[config.mk]
export PLATFORM = sky130hd
export DESIGN_NAME = xor_keyed_chunk_deframer
export DESIGN_NICKNAME = d
export VERILOG_FILES = /design/src/sv/xkdf_pkg.sv /design/src/sv/xor_keyed_chunk_deframer.sv
export SDC_FILE = /design/constraint.sdc
export NUM_CORES = 1
export LEC_CHECK = 0
export BUFFER_PORTS_ARGS = -buffer_cell sky130_fd_sc_hd__buf_2
export CAP_MARGIN = 20
export CORE_ASPECT_RATIO = 2
export CORE_MARGIN = 10
export CORE_UTILIZATION = 40
export CTS_BUF_LIST = sky130_fd_sc_hd__clkbuf_4 sky130_fd_sc_hd__clkbuf_8
export CTS_CLUSTER_DIAMETER = 40
export DETAILED_ROUTE_END_ITERATION = 12
export GPL_TIMING_DRIVEN = 0
export HOLD_SLACK_MARGIN = 0.1
export PLACE_DENSITY = 0.66
export SYNTH_ARGS = -nofsm -noshare
export SYNTH_HDL_FRONTEND = slang
export SYNTH_SLANG_ARGS = --single-unit
[constraint.sdc]
create_clock -name clk -period 5.05 [get_ports clk]
set_input_delay 1.515 -clock clk [delete_from_list [all_inputs] [get_ports clk]]
set_output_delay 1.515 -clock clk [all_outputs]
set_load 0.02 [all_outputs]
[src/sv/xkdf_pkg.sv]
// Shared constants and types for the XOR-keyed chunk deframer.
`default_nettype none

package xkdf_pkg;

  // Datapath widths.
  localparam int BYTE_W        = 8;
  localparam int LEN_W         = 24;
  localparam int HDR_CNT_W     = 2;
  localparam int POSITION_BITS = 32;
  localparam int REGION_W      = 32;

  // The header-fit compare needs one spare bit above the wider operand.
  localparam int CMP_W = ((POSITION_BITS > REGION_W) ? POSITION_BITS : REGION_W) + 1;

  // Number of bytes in a chunk header and the count value of the key byte.
  localparam int HEADER_BYTES = 4;
  localparam logic [HDR_CNT_W-1:0] HDR_KEY_SLOT = HDR_CNT_W'(HEADER_BYTES - 1);

  // Configuration port geometry.
  localparam int CFG_DATA_W = 32;
  localparam int CFG_ADDR_W = 5;
  localparam int CFG_IDX_W  = 3;

  // Register index, taken from the word address of the configuration port.
  typedef enum logic [CFG_IDX_W-1:0] {
    REG_REGION_LENGTH = 3'd0,
    REG_TAG_ENABLE    = 3'd1,
    REG_EXEC_KEY_A    = 3'd2,
    REG_EXEC_KEY_B    = 3'd3,
    REG_EXEC_KEY_C    = 3'd4
  } cfg_idx_t;

  // Deframer phase, one-hot.
  typedef enum logic [1:0] {
    PH_HEADER  = 2'b01,
    PH_PAYLOAD = 2'b10
  } phase_t;

endpackage

`default_nettype wire

[src/sv/xor_keyed_chunk_deframer.sv]
// Top level of the XOR-keyed chunk deframer: config registers, input stage and result stage.
//
//   Channel   Ports                                  Direction  Width
//   input     in_valid, in_ready, in_byte            in         8
//   result    out_valid, out_ready, out_plain_byte,  out        8+8+24+1+1
//             out_chunk_key, out_chunk_length,
//             out_chunk_end, out_exec_chunk
//   config    psel, penable, pwrite, paddr, pwdata,  in/out     5 addr, 32 data
//             prdata, pready
//
// One byte is accepted per cycle unless a stall on out_ready holds it. A byte is held
// in the input register, decoded there against the deframer state, and a payload
// byte then moves on into the result register, which drives out_valid. Both registers
// advance together whenever the result register is empty or being drained, so a
// stall on out_ready backs up into in_ready with no bubbles.
// Reset (synchronous, active low) clears the valid flags, the state and the
// configuration. Once a header does not fit in the region the block drops every
// byte until reset.
`default_nettype none

module xor_keyed_chunk_deframer (
  input  wire logic                             clk,
  input  wire logic                             rst_n,
  // Input byte channel
  input  wire logic                             in_valid,
  output logic                                  in_ready,
  input  wire logic [xkdf_pkg::BYTE_W-1:0]      in_byte,
  // Result channel
  output logic                                  out_valid,
  input  wire logic                             out_ready,
  output logic [xkdf_pkg::BYTE_W-1:0]           out_plain_byte,
  output logic [xkdf_pkg::BYTE_W-1:0]           out_chunk_key,
  output logic [xkdf_pkg::LEN_W-1:0]            out_chunk_length,
  output logic                                  out_chunk_end,
  output logic                                  out_exec_chunk,
  // Configuration port
  input  wire logic                             psel,
  input  wire logic                             penable,
  input  wire logic                             pwrite,
  input  wire logic [xkdf_pkg::CFG_ADDR_W-1:0]  paddr,
  input  wire logic [xkdf_pkg::CFG_DATA_W-1:0]  pwdata,
  output logic [xkdf_pkg::CFG_DATA_W-1:0]       prdata,
  output logic                                  pready
);

  // Configuration registers.
  logic [xkdf_pkg::REGION_W-1:0]        region_length_r;
  logic                                 tag_enable_r;
  logic [xkdf_pkg::BYTE_W-1:0]          exec_key_a_r;
  logic [xkdf_pkg::BYTE_W-1:0]          exec_key_b_r;
  logic [xkdf_pkg::BYTE_W-1:0]          exec_key_c_r;
  xkdf_pkg::cfg_idx_t                   cfg_idx;
  logic                                 cfg_wr;

  // Input stage.
  logic                                 s1_valid_r;
  logic [xkdf_pkg::BYTE_W-1:0]          s1_byte_r;
  logic                                 s1_adv;

  // Deframer state.
  xkdf_pkg::phase_t                     phase_r, phase_nxt;
  logic [xkdf_pkg::HDR_CNT_W-1:0]       hdr_cnt_r, hdr_cnt_nxt;
  logic [xkdf_pkg::LEN_W-1:0]           length_acc_r, length_acc_nxt;
  logic [xkdf_pkg::BYTE_W-1:0]          key_r, key_nxt;
  logic [xkdf_pkg::LEN_W-1:0]           payload_left_r, payload_left_nxt;
  logic [xkdf_pkg::POSITION_BITS-1:0]   position_r, position_nxt;
  logic                                 stopped_r, stopped_nxt;

  // Decode results.
  logic                                 emit;
  logic                                 hdr_no_fit;
  logic                                 key_match;
  logic [xkdf_pkg::LEN_W-1:0]           key_rep;
  logic [xkdf_pkg::LEN_W-1:0]           len_decoded;

  // Result register.
  logic                                 out_valid_r;
  logic [xkdf_pkg::BYTE_W-1:0]          out_plain_r;
  logic [xkdf_pkg::BYTE_W-1:0]          out_key_r;
  logic [xkdf_pkg::LEN_W-1:0]           out_len_r;
  logic                                 out_end_r;
  logic                                 out_exec_r;

  // Configuration writes complete in the access phase; reads are combinational.
  assign pready  = 1'b1;
  assign cfg_idx = xkdf_pkg::cfg_idx_t'(paddr[xkdf_pkg::CFG_ADDR_W-1:2]);
  assign cfg_wr  = psel && penable && pwrite && pready;

  always_ff @(posedge clk) begin
    if (!rst_n) begin
      region_length_r <= '0;
      tag_enable_r    <= 1'b0;
      exec_key_a_r    <= '0;
      exec_key_b_r    <= '0;
      exec_key_c_r    <= '0;
    end else if (cfg_wr) begin
      unique case (cfg_idx)
        xkdf_pkg::REG_REGION_LENGTH: region_length_r <= pwdata[xkdf_pkg::REGION_W-1:0];
        xkdf_pkg::REG_TAG_ENABLE:    tag_enable_r    <= pwdata[0];
        xkdf_pkg::REG_EXEC_KEY_A:    exec_key_a_r    <= pwdata[xkdf_pkg::BYTE_W-1:0];
        xkdf_pkg::REG_EXEC_KEY_B:    exec_key_b_r    <= pwdata[xkdf_pkg::BYTE_W-1:0];
        xkdf_pkg::REG_EXEC_KEY_C:    exec_key_c_r    <= pwdata[xkdf_pkg::BYTE_W-1:0];
        default: ;
      endcase
    end
  end

  always_comb begin
    unique case (cfg_idx)
      xkdf_pkg::REG_REGION_LENGTH: prdata = xkdf_pkg::CFG_DATA_W'(region_length_r);
      xkdf_pkg::REG_TAG_ENABLE:    prdata = xkdf_pkg::CFG_DATA_W'(tag_enable_r);
      xkdf_pkg::REG_EXEC_KEY_A:    prdata = xkdf_pkg::CFG_DATA_W'(exec_key_a_r);
      xkdf_pkg::REG_EXEC_KEY_B:    prdata = xkdf_pkg::CFG_DATA_W'(exec_key_b_r);
      xkdf_pkg::REG_EXEC_KEY_C:    prdata = xkdf_pkg::CFG_DATA_W'(exec_key_c_r);
      default:                     prdata = '0;
    endcase
  end

  // Both stages move together whenever the result register can take a new value.
  assign s1_adv   = !out_valid_r || out_ready;
  assign in_ready = !s1_valid_r || s1_adv;

  always_ff @(posedge clk) begin
    if (!rst_n) begin
      s1_valid_r <= 1'b0;
    end else if (in_ready) begin
      s1_valid_r <= in_valid;
    end
  end

  always_ff @(posedge clk) begin
    if (in_valid && in_ready) begin
      s1_byte_r <= in_byte;
    end
  end

  // A new header must fit all four of its bytes inside the region.
  assign hdr_no_fit = (xkdf_pkg::CMP_W'(position_r) + xkdf_pkg::CMP_W'(xkdf_pkg::HEADER_BYTES))
                      > xkdf_pkg::CMP_W'(region_length_r);

  // The key is applied to all three length bytes at once.
  assign key_rep     = {s1_byte_r, s1_byte_r, s1_byte_r};
  assign len_decoded = length_acc_r ^ key_rep;

  assign key_match = tag_enable_r &&
                     ((key_r == exec_key_a_r) || (key_r == exec_key_b_r) ||
                      (key_r == exec_key_c_r));

  // Per-byte decode of the held byte against the current state.
  always_comb begin
    phase_nxt        = phase_r;
    hdr_cnt_nxt      = hdr_cnt_r;
    length_acc_nxt   = length_acc_r;
    key_nxt          = key_r;
    payload_left_nxt = payload_left_r;
    position_nxt     = position_r;
    stopped_nxt      = stopped_r;
    emit             = 1'b0;
    if (s1_valid_r && s1_adv && !stopped_r) begin
      unique case (phase_r)
        xkdf_pkg::PH_PAYLOAD: begin
          emit             = 1'b1;
          position_nxt     = position_r + xkdf_pkg::POSITION_BITS'(1);
          payload_left_nxt = payload_left_r - xkdf_pkg::LEN_W'(1);
          if (payload_left_r == xkdf_pkg::LEN_W'(1)) begin
            phase_nxt   = xkdf_pkg::PH_HEADER;
            hdr_cnt_nxt = '0;
          end
        end
        xkdf_pkg::PH_HEADER: begin
          if ((hdr_cnt_r == '0) && hdr_no_fit) begin
            stopped_nxt = 1'b1;
          end else begin
            position_nxt = position_r + xkdf_pkg::POSITION_BITS'(1);
            if (hdr_cnt_r == xkdf_pkg::HDR_KEY_SLOT) begin
              // Key byte closes the header; a zero length skips the chunk.
              key_nxt        = s1_byte_r;
              length_acc_nxt = len_decoded;
              hdr_cnt_nxt    = '0;
              if (len_decoded != '0) begin
                payload_left_nxt = len_decoded;
                phase_nxt        = xkdf_pkg::PH_PAYLOAD;
              end
            end else begin
              hdr_cnt_nxt = hdr_cnt_r + xkdf_pkg::HDR_CNT_W'(1);
              unique case (hdr_cnt_r)
                2'd0:    length_acc_nxt = {16'h0000, s1_byte_r};
                2'd1:    length_acc_nxt = {length_acc_r[23:16], s1_byte_r, length_acc_r[7:0]};
                default: length_acc_nxt = {s1_byte_r, length_acc_r[15:0]};
              endcase
            end
          end
        end
        default: ;
      endcase
    end
  end

  always_ff @(posedge clk) begin
    if (!rst_n) begin
      phase_r        <= xkdf_pkg::PH_HEADER;
      hdr_cnt_r      <= '0;
      length_acc_r   <= '0;
      key_r          <= '0;
      payload_left_r <= '0;
      position_r     <= '0;
      stopped_r      <= 1'b0;
    end else begin
      phase_r        <= phase_nxt;
      hdr_cnt_r      <= hdr_cnt_nxt;
      length_acc_r   <= length_acc_nxt;
      key_r          <= key_nxt;
      payload_left_r <= payload_left_nxt;
      position_r     <= position_nxt;
      stopped_r      <= stopped_nxt;
    end
  end

  // Result register: loads a decoded payload byte or empties when drained.
  always_ff @(posedge clk) begin
    if (!rst_n) begin
      out_valid_r <= 1'b0;
    end else if (s1_adv) begin
      out_valid_r <= emit;
    end
  end

  always_ff @(posedge clk) begin
    if (emit) begin
      out_plain_r <= s1_byte_r ^ key_r;
      out_key_r   <= key_r;
      out_len_r   <= length_acc_r;
      out_end_r   <= (payload_left_r == xkdf_pkg::LEN_W'(1));
      out_exec_r  <= key_match;
    end
  end

  assign out_valid        = out_valid_r;
  assign out_plain_byte   = out_plain_r;
  assign out_chunk_key    = out_key_r;
  assign out_chunk_length = out_len_r;
  assign out_chunk_end    = out_end_r;
  assign out_exec_chunk   = out_exec_r;

endmodule

`default_nettype wire

## After elaboration in Yosys (flattened, before gate mapping)

Index checks and enable logic that the tools add are counted.

| storage, ports and cells | value |
|---|---|
| flip-flop bits (word level) | 202 |
| input bits | 52 |
| output and inout bits | 77 |
| word-level logic and storage cells | 101 |

| operators by class | value |
|---|---|
| $add $sub $neg | 4 |
| magnitude comparators | 1 |
| eq/ne operators | 17 |
| mux-type cells | 20 |
| bitwise operators | 3 |
| reduce and logical (&&, ||, !) cells | 34 |

Operators with widths:

| kind | count |
|---|---|
| case mux 32 bit (5 select lines) | 1 |
| two-way mux 24 bit | 4 |
| case mux 24 bit (2 select lines) | 2 |
| case mux 32 bit (2 select lines) | 1 |
| adder 32 x 3 -> 33 bit (second input constant) | 1 |
| > comparator 33 x 32 -> 1 bit | 1 |
| adder 32 x 1 -> 32 bit (second input constant) | 1 |
| two-way mux 32 bit | 1 |
| == test 24 x 1 -> 1 bit (second input constant) | 1 |
| == test 8 bit | 3 |
| nonzero test 24 bit | 1 |
| subtractor 24 x 1 -> 24 bit (second input constant) | 1 |
| bitwise XOR 24 bit | 1 |
| AND reduction 4 bit | 4 |
| two-way mux 2 bit | 7 |
| inequality test 2 bit (second input constant) | 5 |
| AND reduction 2 bit | 5 |
| AND reduction 5 bit | 2 |
| case mux 2 bit (2 select lines) | 2 |
| bitwise XOR 8 bit | 1 |
| logical AND 1 bit | 7 |
| == test 3 x 2 -> 1 bit (second input constant) | 2 |
| AND reduction 3 bit | 2 |
| AND reduction 6 bit | 1 |
| other kinds (13) | 22 |

## Depth between registers and ports, before layout

| depth | value |
|---|---|
| word-level depth | 6 |
| gate-level depth with buffers | 21 |
| mapped depth without buffers | 17 |

## Worst setup path after synthesis

Ideal clock, no wire load.

| path | value |
|---|---|
| path type | register to register |
| start | register position_r[3] (netlist name) |
| end | register payload_left_r[16] (netlist name) |
| setup time | 0.074 ns |
| arrival | 4.647 ns |
| data required time | 4.976 ns |
| setup slack | 0.328 ns |
| cell stages (with the launch flop) | 21 |
| clock period less this slack | 4.722 ns |
| cell sequence | dfxtp_1 > ha_1 > nand4_1 > nor3_4 > and3_1 > nand3_1 > or2_2 > clkbuf_1 > nor3_1 > xor2_1 > ha_1 > nand4_1 > or4_1 > a41oi_2 > a41oi_1 > or2_1 > clkbuf_1 > a21o_1 > buf_6 > or4_1 > a31oi_1 |

| between the ends | value |
|---|---|
| word-level cells in the longest chain between the ends | 5 |

Ends and longest elaborated chain:

| what | line | text |
|---|---|---|
| start, declared | xor_keyed_chunk_deframer.sv:66 | `logic [xkdf_pkg::POSITION_BITS-1:0] position_r, position_nxt;` |
| start signal, assigned | xor_keyed_chunk_deframer.sv:214 | `position_r <= position_nxt;` |
| adder 32 x 3 -> 33 bit | xor_keyed_chunk_deframer.sv:138 | `assign hdr_no_fit = (xkdf_pkg::CMP_W'(position_r) + xkdf_pkg::CMP_W'(xkdf_pkg::HEADER_BYTES))` |
| > comparator 33 x 32 -> 1 bit | xor_keyed_chunk_deframer.sv:139 | `> xkdf_pkg::CMP_W'(region_length_r);` |
| logical AND 1 bit | xor_keyed_chunk_deframer.sv:171 | `if ((hdr_cnt_r == '0) && hdr_no_fit) begin` |
| inequality test 2 bit (no source line) | - |  |
| AND reduction 5 bit (no source line) | - |  |
| end signal, assigned | xor_keyed_chunk_deframer.sv:213 | `payload_left_r <= payload_left_nxt;` |
| end, declared | xor_keyed_chunk_deframer.sv:65 | `logic [xkdf_pkg::LEN_W-1:0] payload_left_r, payload_left_nxt;` |

No other way between the ends.
A chain may end at the register's enable or synchronous reset.

## Final worst setup path

| path | value |
|---|---|
| start | register position_r[9] (netlist name) |
| end | register length_acc_r[1] (netlist name) |

| between the ends | value |
|---|---|
| word-level cells in the longest chain between the ends | 5 |

Ends and longest elaborated chain:

| what | line | text |
|---|---|---|
| adder 32 x 3 -> 33 bit | xor_keyed_chunk_deframer.sv:138 |  |
| > comparator 33 x 32 -> 1 bit | xor_keyed_chunk_deframer.sv:139 |  |
| logical AND 1 bit | xor_keyed_chunk_deframer.sv:171 |  |
| NOT 1 bit (no source line) | - |  |
| AND reduction 5 bit (no source line) | - |  |
| end signal, assigned | xor_keyed_chunk_deframer.sv:211 | `length_acc_r <= length_acc_nxt;` |
| end, declared | xor_keyed_chunk_deframer.sv:63 | `logic [xkdf_pkg::LEN_W-1:0] length_acc_r, length_acc_nxt;` |

No other way between the ends.

==> run_results.csv <==
group,metric,value,unit
clock_tree,cts_tree,"yes",
sta,slew_headroom,0.286,
die,die-area,0.0348,sq mm
setup_path,worst_path_largest_cell_delay,570,ps
global_routing,grt_pass1_wl,54800,um
clock_tree,clkTransAtPathRegs,70,ps
yosys,synthFlopType,"dfxtp_1",
placed_design,gp_routability_congestion,1.00,
die,row_count,85,
global_routing,gr-usage-met3,0.0366,
setup_path,startpoint_type,"register",
yosys,synthCells,1240,
finish,layout-drive-gt1-share,0.167,
sta,clock_skew,34.7,ps
detailed_routing,drt-vias-per-instance,5.60,
die,pin_count,129,
setup_path,rrSetupSlack,170,ps
setup_path,arrival,5360,ps
setup_path,reg2reg_from,"position_r[9]",
sta,worst_slew_pin_slew,1060,ps
global_routing,grt_usage,0.204,
finish,area_growth,18.5,%
global_routing,met1_usage,0.182,
detailed_routing,drt_pass1_iterations,5,
detailed_routing,drc,0,
global_routing,antenna_found_initial,1,
finish,final_common_cell,"dfxtp_1",
yosys,asyncSetResetFlopFracSynth,0,
global_routing,grt.busiest_layer,"met2",
setup_path,crit_required,5530,ps
clock_tree,cts_buffers,34,
clock_tree,cts_sinks,202,
flow_run,drv_cap,0,
setup_path,crit_chain,"nand3_1, nor3_4, nand2_2, nor3_4, nand3_4, nor2_1, xor2_1, ha_1, nand3_1, or4_4, a41oi_4, nand4_1, o211a_1, or4_1, buf_2, or2_1, buf_2, o211ai_1",
clock_tree,cts-root-buf,"clkbuf_8",
clock_tree,clk_latency,560,ps
yosys,synth.ff_latch_count,202,
finish,nNetsFinal,1501,
sta,finalSetupViolations,0,
detailed_routing,vias,9969,
placed_design,dpl.hpwl,27200,um
die,start_util,0.406,
finish,layout_common_cells,"dfxtp_1 (149), buf_2 (131), nand2_1 (129)",
power,cellPowerDensity,269,mW/mm^2
yosys,syn_nets,1334,
clock_tree,clk_path_buf_depth,3,
setup_path,worst_path_max_delay_cell,"or4_4",
worst_hold_path,hold_path.class,"register to register",
power,p_total,3.50,mW
clock_tree,htree_levels,2,
placed_design,io_buffers,125,
sta,finalCriticalPeriod,4880,ps
yosys,ys_seq_area_frac,0.415,
yosys,synth_edf_count,50,
power,cellLeakagePower,5.06,nW
setup_path,worstSetupPathType,"register to register",
detailed_routing,drt-total-wl,35900,um
clock_tree,ctsHoldBuffers,0,
die,core_area,0.0270,sq mm
setup_path,rr_endpoint,"length_acc_r[1]",
sta,timing.final.crit_share,0.966,
yosys,synth_area_per_cell,8.84,sq um
sta,maxSlewViolCount,0,
die,dieHeight,254,um
outcome,status,"finished, final reports clean",
global_routing,grt.met2_usage,0.385,
detailed_routing,wl_per_cell,20.2,um
setup_path,endpoint,"length_acc_r[1]",
setup_path,worstSetupEndpointType,"register",
detailed_routing,ant_nets,0,
global_routing,grt_pass1_vias,10196,
placed_design,dp.cells,1714,
setup_path,critPathLaunch,"position_r[9]",
setup_path,cp_max_fo,9,
yosys,synth_warnings,0,
detailed_routing,drtIter0Drc,545,
setup_path,rr_worst_depth,18,
die,die_x,137,um
global_routing,grt_max_degree,23,
power,ir_worst_vdd,0.000153,V
sta,hold_viol,0,
finish,instances_no_fill,1780,
global_routing,grt-ovfl-total,0,
sta,fin_hold_ws,428,ps
yosys,syn_area,0.0110,sq mm
sta,clock.fmax,205,MHz
yosys,yosysUniqueCellTypes,71,
==> worst max-delay path, delay by kind of cell, from the launching register on <==
kind,cells,cell delay [ps]
AO/OA/AOI/OAI,3,730
XOR/XNOR,1,90
adder cells (fa/ha/maj),1,300
buffers and inverters,2,370
flip-flops,1,440
AND/OR/NAND/NOR,11,2860
==> layer usage <==
layer	wire, um	vias to the layer above	part of all wire
li1	-	4733	-
met1	11900	4673	0.33
met2	19200	401	0.54
met3	1900	162	0.053
met4	2870	0	0.080
met5	0	-	0
==> flip-flops by register name, indices dropped and copies added, names as in the netlist, 24 cells and up <==
name	cells
payload_left_r	24
position_r	32
length_acc_r	24
out_chunk_length	24
region_length_r	32
==> synthesized netlist by cell type, types with 7 or more instances <==
cell      instances  area, sq um
xor2_1           39          342
a21oi_1          79          395
nor3_1           26          130
nand2_1         130          488
inv_1            43          161
or4_1            12         90.1
buf_2             7         35.0
o211ai_1         53          398
ha_1             42          526
nor2_1           94          353
nand3b_1          9         67.6
nor2b_1          15         93.8
dfxtp_1         152         3040
o21ai_0          42          210
clkbuf_1         71          267
nand3_1          35          175
and2_1           36          225
nor4_1            8         50.1
xnor2_1          58          508
edfxtp_1         50         1500
or3_1            19          119
and3_1           12         75.1
o21a_1           13         97.6
a22oi_1           7         52.6
mux2i_1          64          641
nand4_1          32          200
==> cell type report <==
class | instances | area [sq um]
Sequential cell | 202 | 4550
Antenna cell | 1 | 2.50
Fill cell | 2696 | 14000
Tap cell | 348 | 435
Inverter | 44 | 165
Clock inverter | 10 | 81.3
Buffer | 81 | 340
Timing Repair Buffer | 135 | 721
Clock buffer | 50 | 626
Multi-Input combinational cell | 909 | 6070
==> logic make-up (layout without fill, tap and decap cells) <==
family	after synthesis	count (layout)	share of synthesized area
AND/OR/NAND/NOR	455	455	0.208
AO/OA/AOI/OAI	249	249	0.146
flip-flops	202	202	0.415
buffers and inverters	129	320	0.0460
XOR/XNOR	97	97	0.0775
multiplexers	65	65	0.0595
adder cells (fa/ha/maj)	42	42	0.0479
other	1	2	0.000342
==> stage by stage <==
stage                     TNS (ps)  cell area (sq um)  utilization  setup WS, ps
after CTS                        0              12900        0.478          10.5
after floorplan                  0              11000            -           328
after detailed placement    -67440              12100        0.446         -1140
final                            0              13000        0.481           171
after global routing         -28.8              13000        0.481         -21.6
after global placement      -62610              12000        0.445         -1130
==> worst min-delay path by stage <==
stage,startpoint,end,cells past startpoint
global placement,key_r[7],out_chunk_key[7],0
floorplan,key_r[0],out_chunk_key[0],0
CTS,key_r[1],out_chunk_key[1],0
detailed placement,key_r[1],out_chunk_key[1],0
global route,key_r[5],out_chunk_key[5],0
finish,key_r[1],out_chunk_key[1],0
==> report_power, final <==
part           switching, mW  total, mW  internal [mW]
sequential            0.0243       1.70           1.67
clock                  0.693       1.54          0.850
combinational          0.175      0.258         0.0827
==> what timing repair did <==
action | CTS | global route
pin swaps | 5 | 5
gates cloned | 0 | 0
gates resized for setup | 29 | 13
setup buffers | 5 | 4
endpoints found under the setup margin | 93 | 84
(Power assumes the default switching activity.)
